`src/rtl/gtg_pkg.sv`:
```
// Shared types and constants for the go-to-goal pursuit controller.
// Used by gtg_ctrl, gtg_datapath and the top level.
package gtg_pkg;

  localparam int unsigned PiQ16     = 205887;
  localparam int unsigned TwoPiQ16  = 411775;
  localparam int unsigned HalfPiQ16 = 102944;
  localparam int unsigned SpeedMax  = 131071;
  localparam int unsigned RateMax   = 25736;
  localparam int unsigned SqrtSteps = 18;

  typedef enum logic [1:0] {
    MODE_REGISTER = 2'd0,
    MODE_POSE     = 2'd1,
    MODE_TICK     = 2'd2,
    MODE_NONE     = 2'd3
  } mode_e;

  localparam logic [1:0] CfgLinGain  = 2'd0;
  localparam logic [1:0] CfgAngGain  = 2'd1;
  localparam logic [1:0] CfgThresh   = 2'd2;

  // Commands from the controller to the datapath.
  typedef struct packed {
    logic load;     // latch operands and start root and CORDIC setup
    logic step;     // one root step and one CORDIC step
    logic finish;   // form distance, error and caught flag
    logic scale;    // scale distance and error by the gains
    logic emit;     // drive the result strobe
  } dp_cmd_t;

  // Status from the datapath to the controller.
  typedef struct packed {
    logic sqrt_done;
    logic cordic_done;
  } dp_sts_t;

  // Arctangent table in 1/65536 radian.
  function automatic logic [16:0] atan_q16(input logic [4:0] idx);
    logic [16:0] r;
    begin
      case (idx)
        5'd0:  r = 17'd51472;
        5'd1:  r = 17'd30386;
        5'd2:  r = 17'd16055;
        5'd3:  r = 17'd8150;
        5'd4:  r = 17'd4091;
        5'd5:  r = 17'd2047;
        5'd6:  r = 17'd1024;
        5'd7:  r = 17'd512;
        5'd8:  r = 17'd256;
        5'd9:  r = 17'd128;
        5'd10: r = 17'd64;
        5'd11: r = 17'd32;
        5'd12: r = 17'd16;
        5'd13: r = 17'd8;
        5'd14: r = 17'd4;
        5'd15: r = 17'd2;
        5'd16: r = 17'd1;
        default: r = 17'd0;
      endcase
      return r;
    end
  endfunction

endpackage

```
`src/rtl/gtg_ctrl.sv`:
```
// Sequencer for the go-to-goal controller: steps the datapath through one tick.
// Depends on gtg_pkg.
module gtg_ctrl (
  input  logic             clk_i,
  input  logic             rst_ni,
  input  logic             tick_i,
  output logic             busy_o,
  output gtg_pkg::dp_cmd_t cmd_o,
  input  gtg_pkg::dp_sts_t sts_i
);
  import gtg_pkg::*;

  typedef enum logic [5:0] {
    ST_IDLE   = 6'b000001,
    ST_LOAD   = 6'b000010,
    ST_ITER   = 6'b000100,
    ST_FINISH = 6'b001000,
    ST_SCALE  = 6'b010000,
    ST_EMIT   = 6'b100000
  } state_e;

  state_e state_q, state_d;

  always_comb begin
    state_d = state_q;
    cmd_o = '0;
    unique case (state_q)
      ST_IDLE:   if (tick_i) state_d = ST_LOAD;
      ST_LOAD: begin
        cmd_o.load = 1'b1;
        state_d = ST_ITER;
      end
      ST_ITER: begin
        cmd_o.step = 1'b1;
        if (sts_i.sqrt_done && sts_i.cordic_done) state_d = ST_FINISH;
      end
      ST_FINISH: begin
        cmd_o.finish = 1'b1;
        state_d = ST_SCALE;
      end
      ST_SCALE: begin
        cmd_o.scale = 1'b1;
        state_d = ST_EMIT;
      end
      ST_EMIT: begin
        cmd_o.emit = 1'b1;
        state_d = ST_IDLE;
      end
      default: state_d = ST_IDLE;
    endcase
  end

  always_ff @(posedge clk_i or negedge rst_ni) begin
    if (!rst_ni) begin
      state_q <= ST_IDLE;
    end else begin
      state_q <= state_d;
    end
  end

  assign busy_o = (state_q != ST_IDLE);

  a_onehot: assert property (@(posedge clk_i) disable iff (!rst_ni) $onehot(state_q))
    else $error("state not one-hot");
  a_emit_after_scale: assert property (@(posedge clk_i) disable iff (!rst_ni)
    cmd_o.emit |-> $past(cmd_o.scale))
    else $error("emit without scale");
  a_tick_starts: assert property (@(posedge clk_i) disable iff (!rst_ni)
    (state_q == ST_IDLE && tick_i) |=> cmd_o.load)
    else $error("tick did not load");

endmodule

```
`src/rtl/gtg_datapath.sv`:
```
// Datapath: slot table, pose, bit-serial square root, iterative CORDIC and scaling.
// Depends on gtg_pkg; sequenced by gtg_ctrl.
module gtg_datapath #(
  parameter int unsigned TargetSlots = 8,
  parameter int unsigned CordicSteps = 16,
  localparam int unsigned IdW = (TargetSlots > 1) ? $clog2(TargetSlots) : 1
) (
  input  logic             clk_i,
  input  logic             rst_ni,
  input  logic             accept_i,
  input  logic [1:0]       mode_i,
  input  logic [2:0]       target_id_i,
  input  logic [15:0]      pos_x_i,
  input  logic [15:0]      pos_y_i,
  input  logic signed [14:0] heading_i,
  input  logic             cfg_we_i,
  input  logic [1:0]       cfg_idx_i,
  input  logic [15:0]      cfg_data_i,
  input  gtg_pkg::dp_cmd_t cmd_i,
  output gtg_pkg::dp_sts_t sts_o,
  output logic             found_o,
  output logic             done_o,
  output logic [16:0]      linear_speed_o,
  output logic signed [15:0] angular_rate_o,
  output logic             caught_o,
  output logic [2:0]       chased_id_o
);
  import gtg_pkg::*;

  localparam int unsigned CW = 38;  // CORDIC x/y width: 17-bit delta * 2^14 plus growth

  logic [11:0] lin_gain_q, ang_gain_q;
  logic [15:0] thresh_q;
  logic [TargetSlots-1:0] valid_q;
  logic [15:0] slot_x_q [TargetSlots];
  logic [15:0] slot_y_q [TargetSlots];
  logic [15:0] pur_x_q, pur_y_q;
  logic signed [14:0] pur_hd_q;

  // Priority pick of the lowest valid slot.
  logic [IdW-1:0] pick;
  always_comb begin
    pick = '0;
    found_o = 1'b0;
    for (int k = TargetSlots - 1; k >= 0; k--) begin
      if (valid_q[k]) begin
        pick = IdW'(k);
        found_o = 1'b1;
      end
    end
  end

  logic [IdW-1:0] id_q;
  logic [34:0] rem_q, res_q, bit_q;
  logic [4:0] sq_cnt_q;
  logic signed [CW-1:0] cx_q, cy_q;
  logic signed [19:0] cz_q;
  logic [4:0] co_cnt_q;
  logic [16:0] dist_q;
  logic signed [16:0] dx_w, dy_w;
  logic [16:0] speed_q;
  logic signed [19:0] err_q;
  logic signed [15:0] rate_q;
  logic caught_q;

  assign dx_w = $signed({1'b0, slot_x_q[pick]}) - $signed({1'b0, pur_x_q});
  assign dy_w = $signed({1'b0, slot_y_q[pick]}) - $signed({1'b0, pur_y_q});

  logic [33:0] sum_sq;
  logic [16:0] adx, ady;
  always_comb begin
    adx = dx_w[16] ? 17'(-dx_w) : 17'(dx_w);
    ady = dy_w[16] ? 17'(-dy_w) : 17'(dy_w);
    sum_sq = 34'(adx * adx) + 34'(ady * ady);
  end

  logic [34:0] trial;
  assign trial = res_q + bit_q;

  logic signed [CW-1:0] sx, sy;
  assign sx = cx_q >>> co_cnt_q;
  assign sy = cy_q >>> co_cnt_q;

  logic signed [CW-1:0] x0, y0;
  logic signed [19:0] z0;
  always_comb begin
    x0 = CW'(dx_w) <<< 14;
    y0 = CW'(dy_w) <<< 14;
    z0 = '0;
    if (dx_w < 0) begin
      if (dy_w >= 0) begin
        x0 = CW'(dy_w) <<< 14;
        y0 = -(CW'(dx_w) <<< 14);
        z0 = 20'(HalfPiQ16);
      end else begin
        x0 = -(CW'(dy_w) <<< 14);
        y0 = CW'(dx_w) <<< 14;
        z0 = -20'(HalfPiQ16);
      end
    end
  end

  logic [28:0] lin_prod;
  logic [17:0] lin_rnd;
  logic signed [19:0] e1, e2;
  logic signed [32:0] ang_prod;
  logic signed [20:0] ang_sh;
  assign lin_prod = 29'(dist_q * lin_gain_q) + 29'd128;
  assign lin_rnd = lin_prod[28:8] > 21'(SpeedMax) ? 18'(SpeedMax) : 18'(lin_prod[28:8]);
  always_comb begin
    e1 = cz_q - 20'(pur_hd_q * 16);
    e2 = e1;
    if (e1 > 20'sd205887) e2 = e1 - 20'sd411775;
    if (e2 < -20'sd205887) e2 = e2 + 20'sd411775;
  end
  assign ang_prod = err_q * $signed({1'b0, ang_gain_q}) + 33'sd2048;
  assign ang_sh = 21'(ang_prod >>> 12);

  always_ff @(posedge clk_i or negedge rst_ni) begin
    if (!rst_ni) begin
      lin_gain_q <= 12'd384;
      ang_gain_q <= 12'd512;
      thresh_q <= 16'd410;
      valid_q <= '0;
      pur_x_q <= '0;
      pur_y_q <= '0;
      pur_hd_q <= '0;
      sq_cnt_q <= '0;
      co_cnt_q <= '0;
    end else begin
      if (cfg_we_i) begin
        case (cfg_idx_i)
          CfgLinGain: lin_gain_q <= cfg_data_i[11:0];
          CfgAngGain: ang_gain_q <= cfg_data_i[11:0];
          CfgThresh:  thresh_q <= cfg_data_i;
          default: ;
        endcase
      end
      if (accept_i && mode_i == MODE_REGISTER && 32'(target_id_i) < TargetSlots)
        valid_q[IdW'(target_id_i)] <= 1'b1;
      if (accept_i && mode_i == MODE_POSE) begin
        pur_x_q <= pos_x_i;
        pur_y_q <= pos_y_i;
        pur_hd_q <= heading_i;
      end
      if (cmd_i.load) begin
        sq_cnt_q <= '0;
        co_cnt_q <= '0;
      end
      if (cmd_i.step) begin
        if (sq_cnt_q != 5'(SqrtSteps)) sq_cnt_q <= sq_cnt_q + 5'd1;
        if (co_cnt_q != 5'(CordicSteps)) co_cnt_q <= co_cnt_q + 5'd1;
      end
      if (cmd_i.scale && caught_q) valid_q[id_q] <= 1'b0;
    end
  end

  always_ff @(posedge clk_i) begin
    if (accept_i && mode_i == MODE_REGISTER && 32'(target_id_i) < TargetSlots) begin
      slot_x_q[IdW'(target_id_i)] <= pos_x_i;
      slot_y_q[IdW'(target_id_i)] <= pos_y_i;
    end
    if (cmd_i.load) begin
      id_q <= pick;
      rem_q <= 35'(sum_sq);
      res_q <= '0;
      bit_q <= 35'd1 << 34;
      cx_q <= x0;
      cy_q <= y0;
      cz_q <= z0;
    end
    if (cmd_i.step) begin
      if (sq_cnt_q != 5'(SqrtSteps)) begin
        if (rem_q >= trial) begin
          rem_q <= rem_q - trial;
          res_q <= (res_q >> 1) + bit_q;
        end else begin
          res_q <= res_q >> 1;
        end
        bit_q <= bit_q >> 2;
      end
      if (co_cnt_q != 5'(CordicSteps)) begin
        if (cy_q > 0) begin
          cx_q <= cx_q + sy;
          cy_q <= cy_q - sx;
          cz_q <= cz_q + 20'(atan_q16(co_cnt_q));
        end else begin
          cx_q <= cx_q - sy;
          cy_q <= cy_q + sx;
          cz_q <= cz_q - 20'(atan_q16(co_cnt_q));
        end
      end
    end
    if (cmd_i.finish) begin
      dist_q <= res_q[16:0];
      err_q <= e2;
      caught_q <= (res_q[16:0] <= 17'(thresh_q));
    end
    if (cmd_i.scale) begin
      speed_q <= lin_rnd[16:0];
      if (ang_sh > 21'sd25736) rate_q <= 16'sd25736;
      else if (ang_sh < -21'sd25736) rate_q <= -16'sd25736;
      else rate_q <= 16'(ang_sh);
    end
  end

  assign sts_o.sqrt_done = (sq_cnt_q == 5'(SqrtSteps));
  assign sts_o.cordic_done = (co_cnt_q == 5'(CordicSteps));
  assign done_o = cmd_i.emit;
  assign linear_speed_o = caught_q ? 17'd0 : speed_q;
  assign angular_rate_o = caught_q ? 16'sd0 : rate_q;
  assign caught_o = caught_q;
  assign chased_id_o = 3'(id_q);

  a_sqrt_bounded: assert property (@(posedge clk_i) disable iff (!rst_ni)
    sq_cnt_q <= 5'(SqrtSteps)) else $error("root counter overran");
  a_cordic_bounded: assert property (@(posedge clk_i) disable iff (!rst_ni)
    co_cnt_q <= 5'(CordicSteps)) else $error("CORDIC counter overran");
  a_clear_caught: assert property (@(posedge clk_i) disable iff (!rst_ni)
    (cmd_i.scale && caught_q) |=> !valid_q[id_q]) else $error("caught slot not cleared");

endmodule

```
`src/rtl/go_to_goal_pursuit_controller.sv`:
```
// Go-to-goal pursuit controller. Register and pose items are stored on their
// accepting edge. A control tick with a valid target steps through load,
// iteration (root steps with CORDIC steps alongside, until both report done),
// finish and scale, and raises done_o in emit. busy is high from load through
// emit and no item is accepted meanwhile; the bit-serial root sets its length.
// Ticks with no valid target give no result. done_o pulses once per result;
// the result outputs hold until a later tick. Reset (rst_ni low, asynchronous)
// clears all slots and the pose and returns the gains and threshold to defaults.
module go_to_goal_pursuit_controller #(
  parameter int unsigned TARGET_SLOTS = 8,
  parameter int unsigned CORDIC_STEPS = 16
) (
  input  logic               clk_i,
  input  logic               rst_ni,
  input  logic               start,
  output logic               busy,
  input  logic [1:0]         mode_i,
  input  logic [2:0]         target_id_i,
  input  logic [15:0]        pos_x_i,
  input  logic [15:0]        pos_y_i,
  input  logic signed [14:0] heading_i,
  input  logic               cfg_we_i,
  input  logic [1:0]         cfg_idx_i,
  input  logic [15:0]        cfg_data_i,
  output logic               done_o,
  output logic [16:0]        linear_speed_o,
  output logic signed [15:0] angular_rate_o,
  output logic               caught_o,
  output logic [2:0]         chased_id_o
);
  import gtg_pkg::*;

  dp_cmd_t cmd;
  dp_sts_t sts;
  logic accept, found;

  assign accept = start && !busy;

  gtg_ctrl u_ctrl (
    .clk_i  (clk_i),
    .rst_ni (rst_ni),
    .tick_i (accept && mode_i == MODE_TICK && found),
    .busy_o (busy),
    .cmd_o  (cmd),
    .sts_i  (sts)
  );

  gtg_datapath #(
    .TargetSlots (TARGET_SLOTS),
    .CordicSteps (CORDIC_STEPS)
  ) u_dp (
    .clk_i          (clk_i),
    .rst_ni         (rst_ni),
    .accept_i       (accept),
    .mode_i         (mode_i),
    .target_id_i    (target_id_i),
    .pos_x_i        (pos_x_i),
    .pos_y_i        (pos_y_i),
    .heading_i      (heading_i),
    .cfg_we_i       (cfg_we_i),
    .cfg_idx_i      (cfg_idx_i),
    .cfg_data_i     (cfg_data_i),
    .cmd_i          (cmd),
    .sts_o          (sts),
    .found_o        (found),
    .done_o         (done_o),
    .linear_speed_o (linear_speed_o),
    .angular_rate_o (angular_rate_o),
    .caught_o       (caught_o),
    .chased_id_o    (chased_id_o)
  );

endmodule
```
`config.mk`:
```
export PLATFORM = sky130hd
export DESIGN_NAME = go_to_goal_pursuit_controller
export DESIGN_NICKNAME = d
export VERILOG_FILES = /design/src/rtl/gtg_pkg.sv /design/src/rtl/gtg_ctrl.sv /design/src/rtl/gtg_datapath.sv /design/src/rtl/go_to_goal_pursuit_controller.sv
export SDC_FILE = /design/constraint.sdc
export NUM_CORES = 2
export LEC_CHECK = 0
export ABC_AREA = 1
export BUFFER_PORTS_ARGS = -buffer_cell sky130_fd_sc_hd__buf_2
export CORE_ASPECT_RATIO = 1.1
export CORE_MARGIN = 5
export CORE_UTILIZATION = 50
export DETAILED_ROUTE_END_ITERATION = 8
export PLACE_DENSITY = 0.66
export SYNTH_ARGS = -nofsm -noshare
export SYNTH_HDL_FRONTEND = slang
export SYNTH_SLANG_ARGS = --single-unit
```
`constraint.sdc`:
```
create_clock -name clk_i -period 15.6 [get_ports clk_i]
set_input_delay 2.34 -clock clk_i [delete_from_list [all_inputs] [get_ports clk_i]]
set_output_delay 2.34 -clock clk_i [all_outputs]
set_load 0.05 [all_outputs]
```
* After elaboration in Yosys (flattened, before gate mapping) *
Memories as Yosys holds them, arrays and structs flattened.
Cells that the tools add are included.

word-level totals
  flip-flop bits (word level) = 386
  RAM bits = 256
  bits in read-only memories = 1024
  word-level logic and storage cells = 187
  memories kept = 4

memory list
  name              words  bits a word  rd ports  clocked after Yosys merged registers in  write ports  RTL line            source
  (name not given)  32     16           1         0                                        0            gtg_pkg.sv:42       case (idx)
  (name not given)  32     16           1         0                                        0            gtg_pkg.sv:42
  u_dp.slot_x_q     8      16           1         0                                        1            gtg_datapath.sv:35  logic [15:0] slot_x_q [TargetSlots];
  u_dp.slot_y_q     8      16           1         0                                        1            gtg_datapath.sv:36  logic [15:0] slot_y_q [TargetSlots];

operators by class
  add/subtract/negate cells = 23
  multiply operators = 4
  $lt $le $gt $ge = 14
  eq/ne operators = 17
  shifts and indexed selects = 2
  muxes and demuxes = 80
  bitwise operators = 3
  reduce and logical (&&, ||, !) cells = 17

operators by type and width
  operator                                                                count
  38-bit two-way mux                                                      12
  35-bit two-way mux                                                      11
  20-bit two-way mux                                                      8
  17-bit two-way mux                                                      9
  38-bit adder                                                            2
  31-bit negation with 38-bit output                                      2
  38-bit by 5-bit >>> shifter with 38-bit output                          2
  38-bit subtractor                                                       2
  17-bit by 17-bit multiplier with 34-bit output                          2
  38-bit by 1-bit > comparator with 1-bit output (second input constant)  1
  34-bit by 35-bit adder with 35-bit output                               1
  35-bit adder                                                            1
  35-bit greater-or-equal comparator                                      1
  35-bit subtractor                                                       1
  34-bit adder                                                            1
  17-bit negation                                                         2
  16-bit by 16-bit subtractor with 17-bit output                          2
  33-bit by 13-bit adder with 33-bit output (second input constant)       1
  20-bit by 13-bit multiplier with 33-bit output                          1
  16-bit two-way mux                                                      2
  5-bit two-way mux                                                       6
  6-bit case mux with 5 select lines                                      1
  29-bit by 8-bit adder with 29-bit output (second input constant)        1
  17-bit by 12-bit multiplier with 29-bit output                          1
  other kinds (41)                                                        87

* Depth between registers and ports, before layout *
An unclocked memory read counts as a cell.

  depth in word-level cells = 18
  gate-level depth with buffers = 66
  mapped depth without buffers = 63

* Cells and area by module *
From an unflattened synthesis, not the netlist that was laid out.

second synthesis, totals
  cells, all modules = 10197
  area total of the unflattened synthesis = 77998.6 µm²

by module, submodules not included
  module                         times used  cells an instance  area each (µm²)
  gtg_datapath                   1           10141              77616.9
  gtg_ctrl                       1           50                 352.8
  go_to_goal_pursuit_controller  1           6                  28.8

* Least setup slack after synthesis *
No wires, ideal clock.

  path kind = reg-to-reg
  start = register u_dp.valid_q[5]
  end = register u_dp.rem_q[30]
  setup time = 0.056 ns
  arrival = 10.868 ns
  slack = 4.676 ns
  cell stages (with the launch flop) = 59
  path buffers = 6
  clock period less this slack = 10.924 ns
  path through = dfrtp_1 nor3_1 nor3_1 nor3_1 clkinv_1 clkbuf_1 buf_1 a21oi_1 a21oi_1 a32oi_1 ha_1 fa_1 o21ai_1 nand2_1 nand2_1 a21boi_1 o21ai_0 nand2_1 [23 not listed] fa_1 inv_1 fa_1 inv_1 ha_1 nand2_1 o21ai_0 o21bai_1 a21oi_1 o41ai_1 nand3_1 nand2_1 nand3_1 nand3_1 nand2_1 o21ai_0 nand2_1 inv_1

on the way
  word-level cells in the longest chain between the ends = 16

ends and longest elaborated chain
  item                                                               RTL line                                source
  from (decl)                                                        gtg_datapath.sv:34                      logic [TargetSlots-1:0] valid_q;
  from (signal assigned)                                             gtg_datapath.sv:124                     valid_q <= '0;
  from (signal, indexed assignment)                                  gtg_datapath.sv:140                     valid_q[IdW'(target_id_i)] <= 1'b1;
  from (signal, indexed assignment)                                  gtg_datapath.sv:154                     if (cmd_i.scale && caught_q) valid_q[id_q] <= 1'b0;
  3-bit two-way mux (*) (6 in a row)                                 gtg_datapath.sv:46                      if (valid_q[k]) begin
  memory read 8 x 16 bit (on tied branches)                          n/a
  16-bit by 16-bit subtractor with 17-bit output (on tied branches)  gtg_datapath.sv:66, gtg_datapath.sv:67
  17-bit negation (on tied branches)                                 gtg_datapath.sv:72, gtg_datapath.sv:73
  17-bit two-way mux (on tied branches)                              gtg_datapath.sv:72, gtg_datapath.sv:73
  17-bit by 17-bit multiplier with 34-bit output                     gtg_datapath.sv:74                      sum_sq = 34'(adx * adx) + 34'(ady * ady);
  34-bit adder (*)                                                   gtg_datapath.sv:74
  35-bit two-way mux (*)                                             gtg_datapath.sv:163                     if (cmd_i.load) begin
  35-bit two-way mux                                                 gtg_datapath.sv:174                     if (rem_q >= trial) begin
  35-bit two-way mux                                                 gtg_datapath.sv:173                     if (sq_cnt_q != 5'(SqrtSteps)) begin
  35-bit two-way mux (*)                                             gtg_datapath.sv:172                     if (cmd_i.step) begin
  to (signal assigned)                                               gtg_datapath.sv:165                     rem_q <= 35'(sum_sq);
  to (signal assigned)                                               gtg_datapath.sv:175                     rem_q <= rem_q - trial;
  to (decl)                                                          gtg_datapath.sv:54                      logic [34:0] rem_q, res_q, bit_q;

Mark *: on every way between the ends. The rest lies on a longest branch, timed or not.
A chain may end at the register's enable or synchronous reset.

* Worst setup path after layout *
  start = register u_dp.valid_q[7]
  end = register u_dp.rem_q[33]

on the way
  word-level cells in the longest chain between the ends = 18

ends and longest elaborated chain
  item                                                               RTL line
  3-bit two-way mux (*) (8 in a row)                                 gtg_datapath.sv:46
  memory read 8 x 16 bit (on tied branches)                          n/a
  16-bit by 16-bit subtractor with 17-bit output (on tied branches)  gtg_datapath.sv:66, gtg_datapath.sv:67
  17-bit negation (on tied branches)                                 gtg_datapath.sv:72, gtg_datapath.sv:73
  17-bit two-way mux (on tied branches)                              gtg_datapath.sv:72, gtg_datapath.sv:73
  17-bit by 17-bit multiplier with 34-bit output                     gtg_datapath.sv:74
  34-bit adder (*)                                                   gtg_datapath.sv:74
  35-bit two-way mux (*)                                             gtg_datapath.sv:163
  35-bit two-way mux                                                 gtg_datapath.sv:174
  35-bit two-way mux                                                 gtg_datapath.sv:173
  35-bit two-way mux (*)                                             gtg_datapath.sv:172

Marked as above.

==> results.py <==
metrics = {
    "clock_tree": {
        "cts_tree": "yes",
        "clock-root-buffer": "clkbuf_16",
        "cts_resized": 0,
        "cts_inserted_buffers": 74,
        "clk_path_buf_depth": 3,
        "cts_hold_buf": 0,
        "post_cts.repair.setup_buffers": 0,
        "path_clk_slew_ps": 60,
        "cts_num_sinks": 642,
        "clock_latency_ps": 720,
        "cts.htree.levels": 3,
    },
    "place": {
        "dp_hpwl_um": 178000,
        "place_area_sq_um": 80300,
        "gp_congestion": 0.962,
        "port_buffers": 112,
        "place_ws_ps": 1630,
        "dp.cells": 12112,
    },
    "sta": {
        "finClkSkew_ps": 64.1,
        "finalCriticalPeriod_ps": 14140,
        "rsz0062_at_grt": "no",
        "setup_slack_ps": 1460,
        "setup_tns_ps": 0,
        "hold_viol": 0,
        "maxSlewViolCount": 0,
        "setup_viol": 0,
        "timing.final.crit_share_pct": 90.7,
        "fmax_mhz": 70.7,
        "max_slew.worst_pin.slew_ps": 1190,
        "relSlewSlack_pct": 19.9,
    },
    "yosys": {
        "synth-main-ff-cell": "edfxtp_1",
        "synth_cell_type_count": 72,
        "yosys.area_share.simple_pct": 19.1,
        "syn_area_per_cell_sq_um": 7.64,
        "ys_seq_area_share_pct": 21.4,
        "netlist_area_sq_um": 78000,
        "synth_top_area_share_pct": 21.2,
        "synth_seq_cells": 642,
        "synthMuxAreaShare_pct": 0.416,
        "synth_top_area_cell": "fa_1",
        "synth-async-reset-ratio_pct": 17.3,
        "synth_xor_area_share_pct": 3.93,
        "synth.area.top_cells": "fa_1 21%, edfxtp_1 13%, nand2_1 11%",
        "ys_warn_count": 0,
        "synth_edf_count": 330,
        "synthCells": 10209,
        "synth_compound_area_share_pct": 12.2,
        "synthAdderAreaFrac_pct": 31.5,
        "synth_top_family_by_area": "adder cells",
        "yosysMostFrequentCell": "nand2_1",
        "synthTopCellsByCount": "2257 x nand2_1, 1958 x inv_1, 827 x fa_1",
    },
    "setup_path": {
        "crit_fanout": 64,
        "cp.required_ps": 16200,
        "crit_top_cell": "nand2_1",
        "timing.critical_path.max_delay_family": "adder cells",
        "slowest_delay_ps": 860,
        "cp_data_arrival_time_ps": 14750,
        "end_kind": "register",
        "cp_slowest_cell": "a2111oi_0",
        "critPathBufInv": 11,
        "worstSetupPathType": "register to register",
        "startpoint_type": "register",
    },
    "detailed_routing": {
        "drcViolationCount": 0,
        "num_vias": 67022,
        "drtIter0Drc": 4972,
        "finalWirelength_um": 226000,
        "dr.pass1.iters": 6,
        "post_drt_wl_per_cell_um": 18.4,
        "ant_nets": 0,
        "routed_via_density": 5.47,
    },
    "grt": {
        "grt_start_max_net_pins": 116,
        "grt_pass1_vias": 66965,
        "grtUsageTotal_pct": 27.2,
        "grt_pass1_wl_um": 360000,
        "antenna_found_initial": 10,
        "overflow": 0,
    },
    "floorplan": {
        "rows": 152,
        "coreArea_sq_um": 156000,
        "die-area_sq_um": 164000,
        "die_x_um": 387,
        "start_util_pct": 50.1,
        "die_h_um": 424,
        "io_pins": 113,
    },
    "finish": {
        "fin_cells": 12254,
        "n_fill_cell": 15073,
        "area_growth_pct": 6.30,
        "design_area_sq_um": 82900,
        "layout-drive-gt1-share_pct": 4.19,
        "layout.nets": 11649,
    },
    "hold_path": {
        "min_path_type": "register to register",
    },
    "job": {
        "cap_violations": 0,
    },
    "run_status": {
        "outcome": "completed",
    },
}
==> flip-flops by register name (all words and copies together), names as in the netlist, 17 cells and up <==
| register | cells |
|---|---|
| u_dp.cz_q | 20 |
| u_dp.speed_q | 17 |
| u_dp.slot_x_q | 128 |
| u_dp.res_q | 35 |
| u_dp.cy_q | 38 |
| u_dp.dist_q | 17 |
| u_dp.rem_q | 35 |
| u_dp.bit_q | 35 |
| u_dp.err_q | 20 |
| u_dp.cx_q | 38 |
| u_dp.slot_y_q | 128 |
==> tightest hold or removal path, stage by stage (launching register included) <==
cell     delay (ps)
dfrtp_1         340
nand2_1          50
o21ai_0          60
==> per-layer routing <==
metal | vias up | wire [um] | GRT usage, %
li1 | 32096 | - | -
met1 | 32517 | 94700 | 34.8
met2 | 1970 | 109000 | 47.2
met3 | 435 | 12900 | 3.42
met4 | 4 | 9800 | 10.8
met5 | - | 27 | 0
==> layout by cell type, fill, tap and decap left out, types with 17 or more instances in the layout <==
cell type / instances
inv_1: 1955
nand2_1: 2255
xnor2_1: 132
buf_2: 111
nand3_1: 405
xor2_1: 218
a21oi_1: 651
or2_2: 31
buf_4: 58
clkinv_1: 20
mux2i_1: 29
fa_1: 827
a21o_1: 20
o211ai_1: 46
nand4_1: 64
o31ai_1: 32
o21a_1: 43
ha_1: 639
nand2_2: 29
o21ai_0: 649
o21ai_1: 24
dfxtp_1: 201
a31oi_1: 58
nor2_1: 749
nor3_1: 54
edfxtp_1: 330
clkbuf_16: 74
nor4_1: 25
dfrtp_1: 99
a32o_1: 35
o22ai_1: 27
inv_2: 17
o21bai_1: 24
==> logic make-up (layout without fill, tap and decap cells) <==
family          Yosys count  count (layout)
simple gates           3675            3675
buf+inv                2343            2295
compound gates         1699            1699
fa+ha+maj              1466            1466
flops                   642             642
xor+xnor                350             350
mux                      32              32
other cells               2              16
==> through the flow <==
step | utilization, % | hold WS, ps
floorplan | - | 434
global placement | 51.6 | 471
detailed placement | 51.6 | 477
CTS | 53.3 | 491
global route | 53.3 | 514
finish | 53.3 | 490
==> final timing paths <==
check / startpoint / endpoint / slack [ps] / depth (start not counted)
min: u_dp.thresh_q[6] / u_dp.thresh_q[6] / 490 / 2
max reg2reg: u_dp.valid_q[7] / u_dp.rem_q[33] / 1460 / 50
min reg2reg: u_dp.thresh_q[6] / u_dp.thresh_q[6] / 490 / 2
max: u_dp.valid_q[7] / u_dp.rem_q[33] / 1460 / 50
min in group asynchronous: rst_ni / u_dp.pur_y_q[6] / 1650 / 1
max in group asynchronous: rst_ni / u_dp.valid_q[0] / 12830 / 2
==> final cells by class <==
cell class                 instances  area (sq um)  area share, %
antenna                            5          12.5         0.0151
clock buffer                      93          1980           2.39
clock inverter                    44           556          0.670
inverter                        1987          7460           9.00
multi-input combinational       7233         52500           63.4
sequential                       642         16700           20.2
tap                             2079          2600           3.14
timing repair buffer             171          1020           1.23
Power is left out: the tool's default activity adds up to more than one toggle a clock period on the data nets, which glitch-free logic cannot reach.
